--- config.mk ---
export PLATFORM = sky130hd
export DESIGN_NAME = coord_base70_encoder
export DESIGN_NICKNAME = d
export VERILOG_FILES = /design/src/design/cbe_pkg.sv /design/src/design/coord_base70_encoder.sv /design/src/design/cbe_front.sv /design/src/design/cbe_lane.sv /design/src/design/cbe_emit.sv
export SDC_FILE = /design/constraint.sdc
export NUM_CORES = 2
export LEC_CHECK = 0
export BUFFER_PORTS_ARGS = -buffer_cell sky130_fd_sc_hd__buf_4
export CORE_ASPECT_RATIO = 1.1
export CORE_MARGIN = 10
export CORE_UTILIZATION = 60
export CTS_CLUSTER_DIAMETER = 120
export DETAILED_ROUTE_END_ITERATION = 8
export GPL_ROUTABILITY_DRIVEN = 0
export PLACE_DENSITY = 0.82
export SYNTH_ARGS = -nofsm -noshare
export SYNTH_HDL_FRONTEND = slang
export SYNTH_SLANG_ARGS = --single-unit
--- constraint.sdc ---
create_clock -name clk -period 7.99 [get_ports clk]
set_input_delay 1.1985 -clock clk [delete_from_list [all_inputs] [get_ports clk]]
set_output_delay 1.1985 -clock clk [all_outputs]
set_load 0.05 [all_outputs]
--- src/design/cbe_pkg.sv ---
`timescale 1ns / 1ps
// ----------------------------------------------------------------------------
// cbe_pkg: shared types and constants of the base-70 coordinate encoder
// Job record, lane status, state codes, reciprocal constants, symbol table.
// ----------------------------------------------------------------------------
package cbe_pkg;

  localparam int unsigned MAG_W     = 32;
  localparam int unsigned CHAR_W    = 7;
  localparam int unsigned QUOT_W    = 26;  // floor((2^32-1)/70) < 2^26
  localparam int unsigned RADIX     = 70;

  // floor(v/70) = floor(floor(v/2)/35) = (floor(v/2) * RECIP_35) >> RECIP_SHIFT,
  // exact for every 31-bit floor(v/2)
  localparam logic [31:0] RECIP_35    = 32'd3926827243;
  localparam int unsigned RECIP_SHIFT = 37;

  localparam logic [CHAR_W-1:0] QUAD_W = 7'h57;  // 'W'
  localparam logic [CHAR_W-1:0] QUAD_A = 7'h41;  // 'A'
  localparam logic [CHAR_W-1:0] QUAD_D = 7'h44;  // 'D'
  localparam logic [CHAR_W-1:0] QUAD_S = 7'h53;  // 'S'

  localparam logic [0:RADIX-1][7:0] ALPHABET =
    "1234567890poiuytrewqlkjhgfdsamnbvcxzPOIUYTREWQLKJHGFDSAMNBVCXZ@#%$&=-_";

  typedef struct packed {
    logic [CHAR_W-1:0] quad;
    logic [MAG_W-1:0]  x_mag;
    logic [MAG_W-1:0]  y_mag;
  } job_t;

  typedef struct packed {
    logic idle;
    logic done;
  } lane_stat_t;

  typedef enum logic [3:0] {
    LN_IDLE = 4'b0001,
    LN_MUL  = 4'b0010,
    LN_SUB  = 4'b0100,
    LN_DONE = 4'b1000
  } lane_state_t;

  typedef enum logic [2:0] {
    PH_QUAD = 3'b001,
    PH_X    = 3'b010,
    PH_Y    = 3'b100
  } emit_phase_t;

  function automatic logic [CHAR_W-1:0] digit_symbol(input logic [6:0] d);
    logic [CHAR_W-1:0] s;
    s = '0;
    if (d < 7'(RADIX)) begin
      s = ALPHABET[d][CHAR_W-1:0];
    end
    return s;
  endfunction

endpackage

--- src/design/coord_base70_encoder.sv ---
`timescale 1ns / 1ps
// ----------------------------------------------------------------------------
// coord_base70_encoder: coordinate pair to base-70 text code
// Quadrant letter, then base-70 digits of |x| and |y| through a fixed
// 70-symbol alphabet, one character beat per cycle while the sink is ready, last one flagged.
// ----------------------------------------------------------------------------
//
//  channel | ports                                  | direction
//  --------+----------------------------------------+----------
//  input   | in_valid, in_ready, in_x_micro, in_y_micro | in
//  result  | out_valid, out_ready, out_code_char,   | out
//          | out_last_char                          |
//
// Beats: a pair of dx and dy digits gives 1 + dx + dy beats (3 to 13 at
// six digits). Both magnitudes convert in parallel lanes, each digit a
// reciprocal multiply step, then a remainder step; the lanes take the next
// pair after the hand-off, while the streamer sends the previous code.
// Reset (rst_n low, synchronous) empties the input queue and idles lanes and
// streamer; no clearing pass. A stalled sink holds the output register; the
// lanes and a two-entry input queue keep taking work until they fill.
// ----------------------------------------------------------------------------
module coord_base70_encoder import cbe_pkg::*; #(
  parameter int MAX_DIGITS = 6
) (
  input  logic               clk,
  input  logic               rst_n,
  input  logic               in_valid,
  output logic               in_ready,
  input  logic signed [31:0] in_x_micro,
  input  logic signed [31:0] in_y_micro,
  output logic               out_valid,
  input  logic               out_ready,
  output logic [6:0]         out_code_char,
  output logic               out_last_char
);

  localparam int CW = $clog2(MAX_DIGITS + 1);

  logic              job_valid, job_ready;
  job_t              job;
  lane_stat_t        x_stat, y_stat;
  logic [CW-1:0]     x_cnt, y_cnt;
  logic [CHAR_W-1:0] x_dig [MAX_DIGITS];
  logic [CHAR_W-1:0] y_dig [MAX_DIGITS];
  logic [CHAR_W-1:0] quad_r;
  logic              emit_busy;
  logic              load;

  cbe_front u_front (
    .clk        (clk),
    .rst_n      (rst_n),
    .in_valid   (in_valid),
    .in_ready   (in_ready),
    .in_x_micro (in_x_micro),
    .in_y_micro (in_y_micro),
    .job_valid  (job_valid),
    .job_ready  (job_ready),
    .job        (job)
  );

  // a job leaves the queue only when both lanes are free
  assign job_ready = x_stat.idle && y_stat.idle;

  // hand off to the streamer once both lanes finish and it is free
  assign load = x_stat.done && y_stat.done && !emit_busy;

  always_ff @(posedge clk) begin
    if (job_valid && job_ready) begin
      quad_r <= job.quad;
    end
  end

  cbe_lane #(.MAX_DIGITS(MAX_DIGITS)) u_lane_x (
    .clk    (clk),
    .rst_n  (rst_n),
    .start  (job_valid && job_ready),
    .clear  (load),
    .mag    (job.x_mag),
    .stat   (x_stat),
    .count  (x_cnt),
    .digits (x_dig)
  );

  cbe_lane #(.MAX_DIGITS(MAX_DIGITS)) u_lane_y (
    .clk    (clk),
    .rst_n  (rst_n),
    .start  (job_valid && job_ready),
    .clear  (load),
    .mag    (job.y_mag),
    .stat   (y_stat),
    .count  (y_cnt),
    .digits (y_dig)
  );

  cbe_emit #(.MAX_DIGITS(MAX_DIGITS)) u_emit (
    .clk           (clk),
    .rst_n         (rst_n),
    .load          (load),
    .quad          (quad_r),
    .x_count       (x_cnt),
    .x_digits      (x_dig),
    .y_count       (y_cnt),
    .y_digits      (y_dig),
    .busy          (emit_busy),
    .out_valid     (out_valid),
    .out_ready     (out_ready),
    .out_code_char (out_code_char),
    .out_last_char (out_last_char)
  );

endmodule

--- src/design/cbe_front.sv ---
`timescale 1ns / 1ps
// ----------------------------------------------------------------------------
// cbe_front: input stage
// Takes coordinate beats, derives quadrant letter and magnitudes, and holds
// them in a two-entry queue for the conversion side.
// ----------------------------------------------------------------------------
module cbe_front import cbe_pkg::*; (
  input  logic              clk,
  input  logic              rst_n,
  input  logic              in_valid,
  output logic              in_ready,
  input  logic signed [31:0] in_x_micro,
  input  logic signed [31:0] in_y_micro,
  output logic              job_valid,
  input  logic              job_ready,
  output job_t              job
);

  job_t        q_r [2];
  logic        wr_ptr_r, rd_ptr_r;
  logic [1:0]  cnt_r;
  logic        push, pop;
  logic        x_neg, y_neg, x_pos, y_pos;
  job_t        fresh;

  assign x_neg = in_x_micro[31];
  assign y_neg = in_y_micro[31];
  assign x_pos = !x_neg && (in_x_micro != '0);
  assign y_pos = !y_neg && (in_y_micro != '0);

  always_comb begin
    priority if (x_pos && y_pos) fresh.quad = QUAD_W;
    else if (x_neg && y_pos)     fresh.quad = QUAD_A;
    else if (x_pos && y_neg)     fresh.quad = QUAD_D;
    else                         fresh.quad = QUAD_S;
    // -2^31 negates to 0x80000000, which is its magnitude read unsigned
    fresh.x_mag = x_neg ? MAG_W'(-in_x_micro) : MAG_W'(in_x_micro);
    fresh.y_mag = y_neg ? MAG_W'(-in_y_micro) : MAG_W'(in_y_micro);
  end

  assign in_ready  = (cnt_r != 2'd2);
  assign job_valid = (cnt_r != 2'd0);
  assign job       = q_r[rd_ptr_r];
  assign push      = in_valid && in_ready;
  assign pop       = job_valid && job_ready;

  always_ff @(posedge clk) begin
    if (!rst_n) begin
      wr_ptr_r <= 1'b0;
      rd_ptr_r <= 1'b0;
      cnt_r    <= 2'd0;
    end else begin
      if (push) wr_ptr_r <= !wr_ptr_r;
      if (pop)  rd_ptr_r <= !rd_ptr_r;
      cnt_r <= 2'(cnt_r + {1'b0, push} - {1'b0, pop});
    end
  end

  always_ff @(posedge clk) begin
    if (push) begin
      q_r[wr_ptr_r] <= fresh;
    end
  end

endmodule

--- src/design/cbe_lane.sv ---
`timescale 1ns / 1ps
// ----------------------------------------------------------------------------
// cbe_lane: magnitude to base-70 digit symbols
// Each digit is a reciprocal multiply step, then a remainder and update step.
// Digits are stored least significant first.
// ----------------------------------------------------------------------------
module cbe_lane import cbe_pkg::*; #(
  parameter int MAX_DIGITS = 6,
  parameter int CW = $clog2(MAX_DIGITS + 1),
  parameter int IW = (MAX_DIGITS > 1) ? $clog2(MAX_DIGITS) : 1
) (
  input  logic              clk,
  input  logic              rst_n,
  input  logic              start,
  input  logic              clear,
  input  logic [MAG_W-1:0]  mag,
  output lane_stat_t        stat,
  output logic [CW-1:0]     count,
  output logic [CHAR_W-1:0] digits [MAX_DIGITS]
);

  lane_state_t       state_r, state_nxt;
  logic [MAG_W-1:0]  val_r;
  logic [QUOT_W-1:0] q_r;
  logic [CW-1:0]     cnt_r;
  logic [CHAR_W-1:0] dig_r [MAX_DIGITS];
  logic [62:0]       prod;
  logic [MAG_W-1:0]  q70;
  logic [6:0]        rem;

  assign prod = 63'(val_r[MAG_W-1:1]) * 63'(RECIP_35);
  assign q70  = (MAG_W'(q_r) << 6) + (MAG_W'(q_r) << 2) + (MAG_W'(q_r) << 1);
  assign rem  = 7'(val_r - q70);

  always_comb begin
    state_nxt = state_r;
    unique case (state_r)
      LN_IDLE: if (start) state_nxt = LN_MUL;
      LN_MUL:  state_nxt = LN_SUB;
      LN_SUB: begin
        if ((q_r == '0) || (cnt_r == CW'(MAX_DIGITS - 1))) state_nxt = LN_DONE;
        else state_nxt = LN_MUL;
      end
      LN_DONE: if (clear) state_nxt = LN_IDLE;
      default: state_nxt = LN_IDLE;
    endcase
  end

  always_ff @(posedge clk) begin
    if (!rst_n) begin
      state_r <= LN_IDLE;
    end else begin
      state_r <= state_nxt;
    end
  end

  always_ff @(posedge clk) begin
    if ((state_r == LN_IDLE) && start) begin
      val_r <= mag;
      cnt_r <= '0;
    end
    if (state_r == LN_MUL) begin
      q_r <= prod[RECIP_SHIFT +: QUOT_W];
    end
    if (state_r == LN_SUB) begin
      dig_r[cnt_r[IW-1:0]] <= digit_symbol(rem);
      cnt_r <= CW'(cnt_r + 1'b1);
      val_r <= MAG_W'(q_r);
    end
  end

  assign stat.idle = (state_r == LN_IDLE);
  assign stat.done = (state_r == LN_DONE);
  assign count     = cnt_r;
  assign digits    = dig_r;

endmodule

--- src/design/cbe_emit.sv ---
`timescale 1ns / 1ps
// ----------------------------------------------------------------------------
// cbe_emit: character streamer
// Holds one finished code and sends quadrant letter, x digits, y digits,
// most significant first, one beat per cycle while the sink is ready, through an output register.
// ----------------------------------------------------------------------------
module cbe_emit import cbe_pkg::*; #(
  parameter int MAX_DIGITS = 6,
  parameter int CW = $clog2(MAX_DIGITS + 1),
  parameter int IW = (MAX_DIGITS > 1) ? $clog2(MAX_DIGITS) : 1
) (
  input  logic              clk,
  input  logic              rst_n,
  input  logic              load,
  input  logic [CHAR_W-1:0] quad,
  input  logic [CW-1:0]     x_count,
  input  logic [CHAR_W-1:0] x_digits [MAX_DIGITS],
  input  logic [CW-1:0]     y_count,
  input  logic [CHAR_W-1:0] y_digits [MAX_DIGITS],
  output logic              busy,
  output logic              out_valid,
  input  logic              out_ready,
  output logic [CHAR_W-1:0] out_code_char,
  output logic              out_last_char
);

  logic              active_r;
  emit_phase_t       phase_r;
  logic [IW-1:0]     idx_r;
  logic [CHAR_W-1:0] quad_r;
  logic [CW-1:0]     yc_r;
  logic [CHAR_W-1:0] xd_r [MAX_DIGITS];
  logic [CHAR_W-1:0] yd_r [MAX_DIGITS];
  logic              out_valid_r, last_r;
  logic [CHAR_W-1:0] code_r;
  logic              step;

  assign step = active_r && (!out_valid_r || out_ready);

  always_ff @(posedge clk) begin
    if (!rst_n) begin
      active_r    <= 1'b0;
      phase_r     <= PH_QUAD;
      out_valid_r <= 1'b0;
    end else begin
      if (load && !active_r) begin
        active_r <= 1'b1;
        phase_r  <= PH_QUAD;
      end
      if (step) begin
        out_valid_r <= 1'b1;
        unique case (phase_r)
          PH_QUAD: phase_r <= PH_X;
          PH_X:    if (idx_r == '0) phase_r <= PH_Y;
          PH_Y:    if (idx_r == '0) active_r <= 1'b0;
          default: phase_r <= PH_QUAD;
        endcase
      end else if (out_ready) begin
        out_valid_r <= 1'b0;
      end
    end
  end

  always_ff @(posedge clk) begin
    if (load && !active_r) begin
      quad_r <= quad;
      yc_r   <= y_count;
      xd_r   <= x_digits;
      yd_r   <= y_digits;
      idx_r  <= IW'(x_count - 1'b1);
    end
    if (step) begin
      unique case (phase_r)
        PH_QUAD: begin
          code_r <= quad_r;
          last_r <= 1'b0;
        end
        PH_X: begin
          code_r <= xd_r[idx_r];
          last_r <= 1'b0;
          idx_r  <= (idx_r == '0) ? IW'(yc_r - 1'b1) : IW'(idx_r - 1'b1);
        end
        PH_Y: begin
          code_r <= yd_r[idx_r];
          last_r <= (idx_r == '0);
          idx_r  <= IW'(idx_r - 1'b1);
        end
        default: last_r <= 1'b0;
      endcase
    end
  end

  assign busy          = active_r;
  assign out_valid     = out_valid_r;
  assign out_code_char = code_r;
  assign out_last_char = last_r;

endmodule

[Word level (Yosys, flattened, before mapping)]
Memories as Yosys holds them, arrays and structs flattened. A register that Yosys moved wholly into a read port is not among the register bits.
Index checks and enable logic that the tools add are counted.
Storage, ports and cells
  memory bits (read-only): 2048
  bits in writable memories: 142
  register bits after elaboration: 335
  word-level logic and storage cells: 194
  output and inout bits: 10
  memories kept: 3
  input bits: 68
Memory list
  (no name shown): words 128, width 8, rd ports 1, clocked after memory_dff 0, write ports 0, RTL line cbe_pkg.sv:54  | s = ALPHABET[d][CHAR_W-1:0];
  (no name shown): words 128, width 8, rd ports 1, clocked after memory_dff 0, write ports 0, RTL line cbe_pkg.sv:54
  u_front.q_r: words 2, width 71, rd ports 1, clocked after memory_dff 1, write ports 1, RTL line cbe_front.sv:19  | job_t q_r [2];
Operators by class
  muxes and demuxes: 58
  reductions and logical operators: 38
  multiply operators: 2
  $lt $le $gt $ge: 9
  eq/ne operators: 18
  bitwise logic cells: 5
  $add $sub $neg: 15
Operator list (count)
  31-bit by 32-bit multiplier with 63-bit output, second input constant: 2
  7-bit 2-to-1 mux: 16
  26-bit 2-to-1 mux: 4
  42-bit bitwise mux: 2
  32-bit 2-to-1 mux: 2
  32-bit negation: 2
  32-bit nonzero test: 2
  26-bit logical NOT: 2
  7-bit binary-select mux with 3-bit select: 2
  7-bit demux with 3-bit select: 2
  4-bit case mux with 4 select lines: 2
  3-bit 2-to-1 mux: 10
  7-bit adder: 4
  7-bit case mux with 3 select lines: 1
  8-bit >= comparator, second input constant: 2
  1-bit logical AND: 16
  4-bit 2-to-1 mux: 4
  7-bit NOT with 8-bit output: 2
  7-bit < comparator, second input constant: 2
  7-bit subtractor: 2
  4-bit >= comparator, second input constant: 3
  3-bit NOT with 4-bit output: 3
  1-bit 2-to-1 mux: 10
  3-bit equality test, second input constant: 3
  22 further kinds: 45

[Depth between registers and ports, before layout]
  depth in word-level cells: 10
  depth in mapped cells: 27
  depth with buffers taken out: 27

[Modules after synthesis]
From an unflattened synthesis, not the netlist that was laid out.
Unflattened totals
  cell total of the unflattened synthesis: 4515
  area total of the unflattened synthesis: 49080.8 um^2
By module, submodules not included
  cbe_lane at u_lane_x: cells each 1911, seq. area each 3113.0 um^2, times used 1, area each 19032.0 um^2
  cbe_lane at u_lane_y: cells each 1865, seq. area each 3113.0 um^2, times used 1, area each 18879.4 um^2
  cbe_front: cells each 460, seq. area each 4124.0 um^2, times used 1, area each 6546.3 um^2
  cbe_emit: cells each 269, seq. area each 3223.1 um^2, times used 1, area each 4391.7 um^2
  coord_base70_encoder: cells each 10, seq. area each 210.2 um^2, times used 1, area each 231.5 um^2

[Least setup slack after synthesis]
Ideal clock, no wire load.
  path kind: register to register
  from: register u_lane_x.val_r[14]
  to: register u_lane_x.q_r[25], data pin
  cell stages (with the launch flop): 24
  required time: 7.730 ns
  period minus slack after synthesis: 7.361 ns
  library setup time: 0.260 ns
  arrival time: 7.101 ns
  buffers on the path: 0
  slack: 0.629 ns
  cell sequence: edfxtp_1 > fa_1 > inv_1 > fa_1 > fa_1 > inv_1 > fa_1 > fa_1 > fa_1 > fa_1 > inv_1 > fa_1 > inv_1 > ha_1 > and4_1 > nand3_1 > or4_1 > o32ai_1 > a211oi_1 > o31ai_1 > o21ai_1 > o21ai_0 > a31oi_1 > xnor2_1
On the way
  word-level cells in the longest chain between the ends: 1
RTL lines
  from (decl): RTL line cbe_lane.sv:23  | logic [MAG_W-1:0] val_r;
  from (signal assigned): RTL line cbe_lane.sv:59  | val_r <= mag;
  from (signal assigned): RTL line cbe_lane.sv:68  | val_r <= MAG_W'(q_r);
  31-bit by 32-bit multiplier with 63-bit output: RTL line cbe_lane.sv:31  | assign prod = 63'(val_r[MAG_W-1:1]) * 63'(RECIP_35);
  net u_lane_x.prod[62]: RTL line cbe_lane.sv:27  | logic [62:0] prod;
  to (signal assigned): RTL line cbe_lane.sv:63  | q_r <= prod[RECIP_SHIFT +: QUOT_W];
  to (decl): RTL line cbe_lane.sv:24  | logic [QUOT_W-1:0] q_r;
The timed path passes the listed nets, and every way through them passes these cells.
A chain may end at the register's enable or synchronous reset.

[Final worst setup path]
  from: register u_lane_x.val_r[8]
  to: register u_lane_x.q_r[22], data pin
Same word-level chain as after synthesis.

==> metrics.md <==
| Metric | Value |
|---|---|
| Adder-Cell Fraction of Synth Area | 44.18% |
| # DRC | 0 |
| Worst path arrival time | 7.99 ns |
| Compound-Gate Fraction of Synth Area | 7.578% |
| Hold Path Class | reg2reg |
| Worst r2r src | u_lane_x.val_r[8] |
| WS Path Type | reg2reg |
| # setup viols final | 0 |
| Highest-count cells in the layout ignoring fill and taps | 1011 x inv_1, 719 x ha_1, 584 x fa_1 |
| Vias/cell | 5.812 |
| RSZ-0062 raised after global routing | no |
| Top_reg_cell synth | edfxtp_1 |
| IO Count | 78 |
| Final global-route overflow total | 0 |
| Max-cap violations | 0 |
| Post-DP HPWL | 96.26 mm |
| Clk buf depth | 3 |
| Register area share after synthesis | 28.92% |
| Placed instance area | 48800 um^2 |
| Slew @ Worst Pin | 1.234 ns |
| Final std cells w/o fill | 5367 |
| Yosys Warn Count | 0 |
| Fin area | 50540 um^2 |
| Standard-cell rows | 107 |
| Simple-gate portion of the synthesized area | 5.237% |
| DR pass1 iterations | 7 |
| CTS Buf Count | 48 |
| Worst hold slack | 0.4091 ns |
| Worst setup EP type | flip-flop |
| Largest net degree at the start of global routing | 92 |
| Clock latency reported for the late side of the worst-skew pair | 0.64 ns |
| Die footprint | 89630 um^2 |
| Commonest non-fill, non-tap cell in the layout | inv_1 |
| Slew Viols, Final | 0 |
| Final period util | 95.63% |
| Reg-to-reg endpoint | u_lane_x.q_r[22] |
| Gate Count Post-Synth | 4181 |
| ANT nets after route | 0 |
| CP startpoint kind | flip-flop |
| Post-synthesis mux area share | 2.322% |
| CTS tree | yes |
| Post-placement cell count | 5266 |
| Hold EP | u_emit.xd_r[14] |
| Min Tclk post-route | 7.641 ns |
| Starting Density | 60.51% |
| Clock transition at path regs | 0.07 ns |
| Clk root buf | clkbuf_16 |
| Drt total wl | 116.3 mm |
| Reg2reg setup slack | 0.35 ns |
| Number of synthesized flops with an enable pin | 429 |
| Hold depth | 0 |
| Crit Path Max Fanout | 6 |
| Seq cells post-synth | 462 |
| Global-route wire length before repair | 183.0 mm |
| Core area | 77380 um^2 |
| PortBufs | 77 |
| Syn nets | 5552 |
| Post-Synth XOR/XNOR Area | 3.068% |
| Die Height | 313.0 um |
| Post-synth ARST share | 0% |
| Syn avg cell area | 11.20 um^2 |
| Initial antenna violation count | 10 |
| Vias | 31200 |
| Netlist cell types | 66 |
| Gr usage total | 26.30% |
| Share of layout cells above drive strength 1 | 5.704% |
| CP Data Required Time | 8.34 ns |
| Relative slew slack | 17.72% |
| Hold wc startpoint | u_lane_x.digits[14] |
| Vias in the first global route | 33420 |
| CTS Sinks | 462 |
| Starting DRC count in detailed routing | 2634 |
| Fin Clk Skew | 0.04997 ns |
| WL per Instance | 21.66 um |
| TNS Setup | 0 ns |
| Synthesized cell area | 46820 um^2 |
| Fmax | 130.9 MHz |
| # nets final | 5661 |
| H-tree levels | 2 |
| Fin. Hold Viols | 0 |
| R2R depth | 27 |
| Die W | 286.4 um |
| Syn-to-layout area delta | 7.928% |
| Status | finished clean |
| Largest family of logic cells by synthesized area | adder cells |
[registers in the layout, indices dropped and copies added, names as in the netlist, 2 cells and up, named ones only]
| name | flops |
|---|---|
| u_front.cnt_r | 2 |
| u_lane_y.q_r | 26 |
| u_emit.yd_r | 42 |
| u_emit.idx_r | 3 |
| u_lane_y.count | 3 |
| u_emit.quad_r | 3 |
| u_lane_y.state_r | 4 |
| u_lane_x.count | 3 |
| u_lane_x.state_r | 4 |
| u_lane_y.digits | 42 |
| u_emit.out_code_char | 7 |
| u_emit.phase_r | 3 |
| u_front.q_r | 134 |
| u_lane_x.digits | 42 |
| quad_r | 3 |
| u_lane_x.val_r | 32 |
| u_lane_y.val_r | 32 |
| u_lane_x.q_r | 26 |
| u_emit.xd_r | 42 |
| u_emit.yc_r | 3 |
[cells by family (layout without fill, tap and decap cells)]
| group | count (synthesis) | count (layout) |
|---|---|---|
| adder cells (fa/ha/maj) | 1303 | 1303 |
| buffers and inverters | 1084 | 1233 |
| flip-flops | 462 | 462 |
| multiplexers | 97 | 97 |
| XOR/XNOR | 164 | 164 |
| AO/OA/AOI/OAI | 565 | 565 |
| other | 0 | 2 |
| AND/OR/NAND/NOR | 506 | 506 |
[critical path, cell delays in order (launching register included)]
cell and delay, ns:
edfxtp_1 0.50, inv_1 0.20, fa_1 0.57, inv_1 0.06, fa_1 0.54, ha_1 0.36, inv_1 0.09, fa_1 0.50
inv_1 0.06, fa_1 0.49, fa_1 0.51, inv_1 0.05, fa_1 0.47, inv_1 0.04, ha_1 0.27, ha_1 0.36
a21o_1 0.19, a21o_1 0.16, a221oi_1 0.48, o32ai_1 0.14, a211oi_1 0.24, buf_4 0.20, o31ai_4 0.08, o21ai_1 0.25
buf_4 0.17, o21bai_1 0.09, a21oi_1 0.19, xnor2_1 0.08
[Yosys cell counts (all sizes together) (12+ instances only)]
library cell | instances | area share, %
o31ai | 25 | 0.40
nor2 | 115 | 0.92
edfxtp | 429 | 28
a211oi | 24 | 0.38
nor3 | 25 | 0.27
or4 | 15 | 0.28
a21oi | 153 | 1.6
o22ai | 25 | 0.33
o21ai | 144 | 1.5
mux2i | 85 | 1.8
clkbuf | 62 | 0.50
ha | 719 | 19
xnor2 | 129 | 2.4
nand3 | 27 | 0.29
nand4 | 22 | 0.29
o211ai | 21 | 0.34
nor4 | 15 | 0.20
nand2 | 191 | 1.5
dfxtp | 33 | 1.4
fa | 584 | 25
a21o | 65 | 1.0
o21bai | 14 | 0.22
o21a | 12 | 0.19
inv | 1012 | 8.1
xor2 | 35 | 0.65
nand2b | 17 | 0.23
and2 | 16 | 0.21
and3 | 13 | 0.17
[routing by layer]
layer / part of all wire, % / vias to the layer above / track usage, %
li1: - / 14060 / -
met1: 37 / 15400 / 31.24
met2: 48 / 1340 / 44.03
met3: 7.9 / 382 / 5.298
met4: 6.5 / 16 / 15.39
met5: 0.098 / - / 0
[cell type report]
type	instances	area, um^2
Sequential cell	462	13550
Clock buffer	56	1241
Inverter	1014	3807
Multi-Input combinational cell	2635	29290
Tap cell	1035	1295
Timing Repair Buffer	129	968.4
Clock inverter	34	380.4
Antenna cell	2	5.005
Fill cell	5606	26850
[repair_timing]
| action | 4_1_cts | 5_1_grt |
|---|---|---|
| buffers inserted | 0 | 9 |
| hold buffers | 0 | 0 |
| gates resized for setup | 0 | 12 |
| setup endpoints to repair | 0 | 12 |
[per-stage QoR]
step / setup WS [ns] / util (%)
final: 0.3495 / 65.31
after CTS: 0.1055 / 65.16
after global placement: 0.3289 / 63.06
after detailed placement: 0.1359 / 63.06
after floorplan: 0.6287 / -
after global routing: 0.05554 / 65.30
[how the worst max path moves through the flow]
stage	from	to	slack, ns	cells past startpoint
floorplan	u_lane_x.val_r[14]	u_lane_x.q_r[25]	0.63	23
global placement	u_lane_x.val_r[15]	u_lane_x.q_r[25]	0.33	24
detailed placement	u_lane_y.val_r[17]	u_lane_y.q_r[24]	0.14	24
CTS	u_lane_y.val_r[17]	u_lane_y.q_r[24]	0.11	24
global route	u_lane_x.val_r[8]	u_lane_x.q_r[25]	0.06	26
finish	u_lane_x.val_r[8]	u_lane_x.q_r[22]	0.35	27
Power is not shown: default switching activity piles up to over one toggle a cycle in this logic, so the estimate is an artifact.
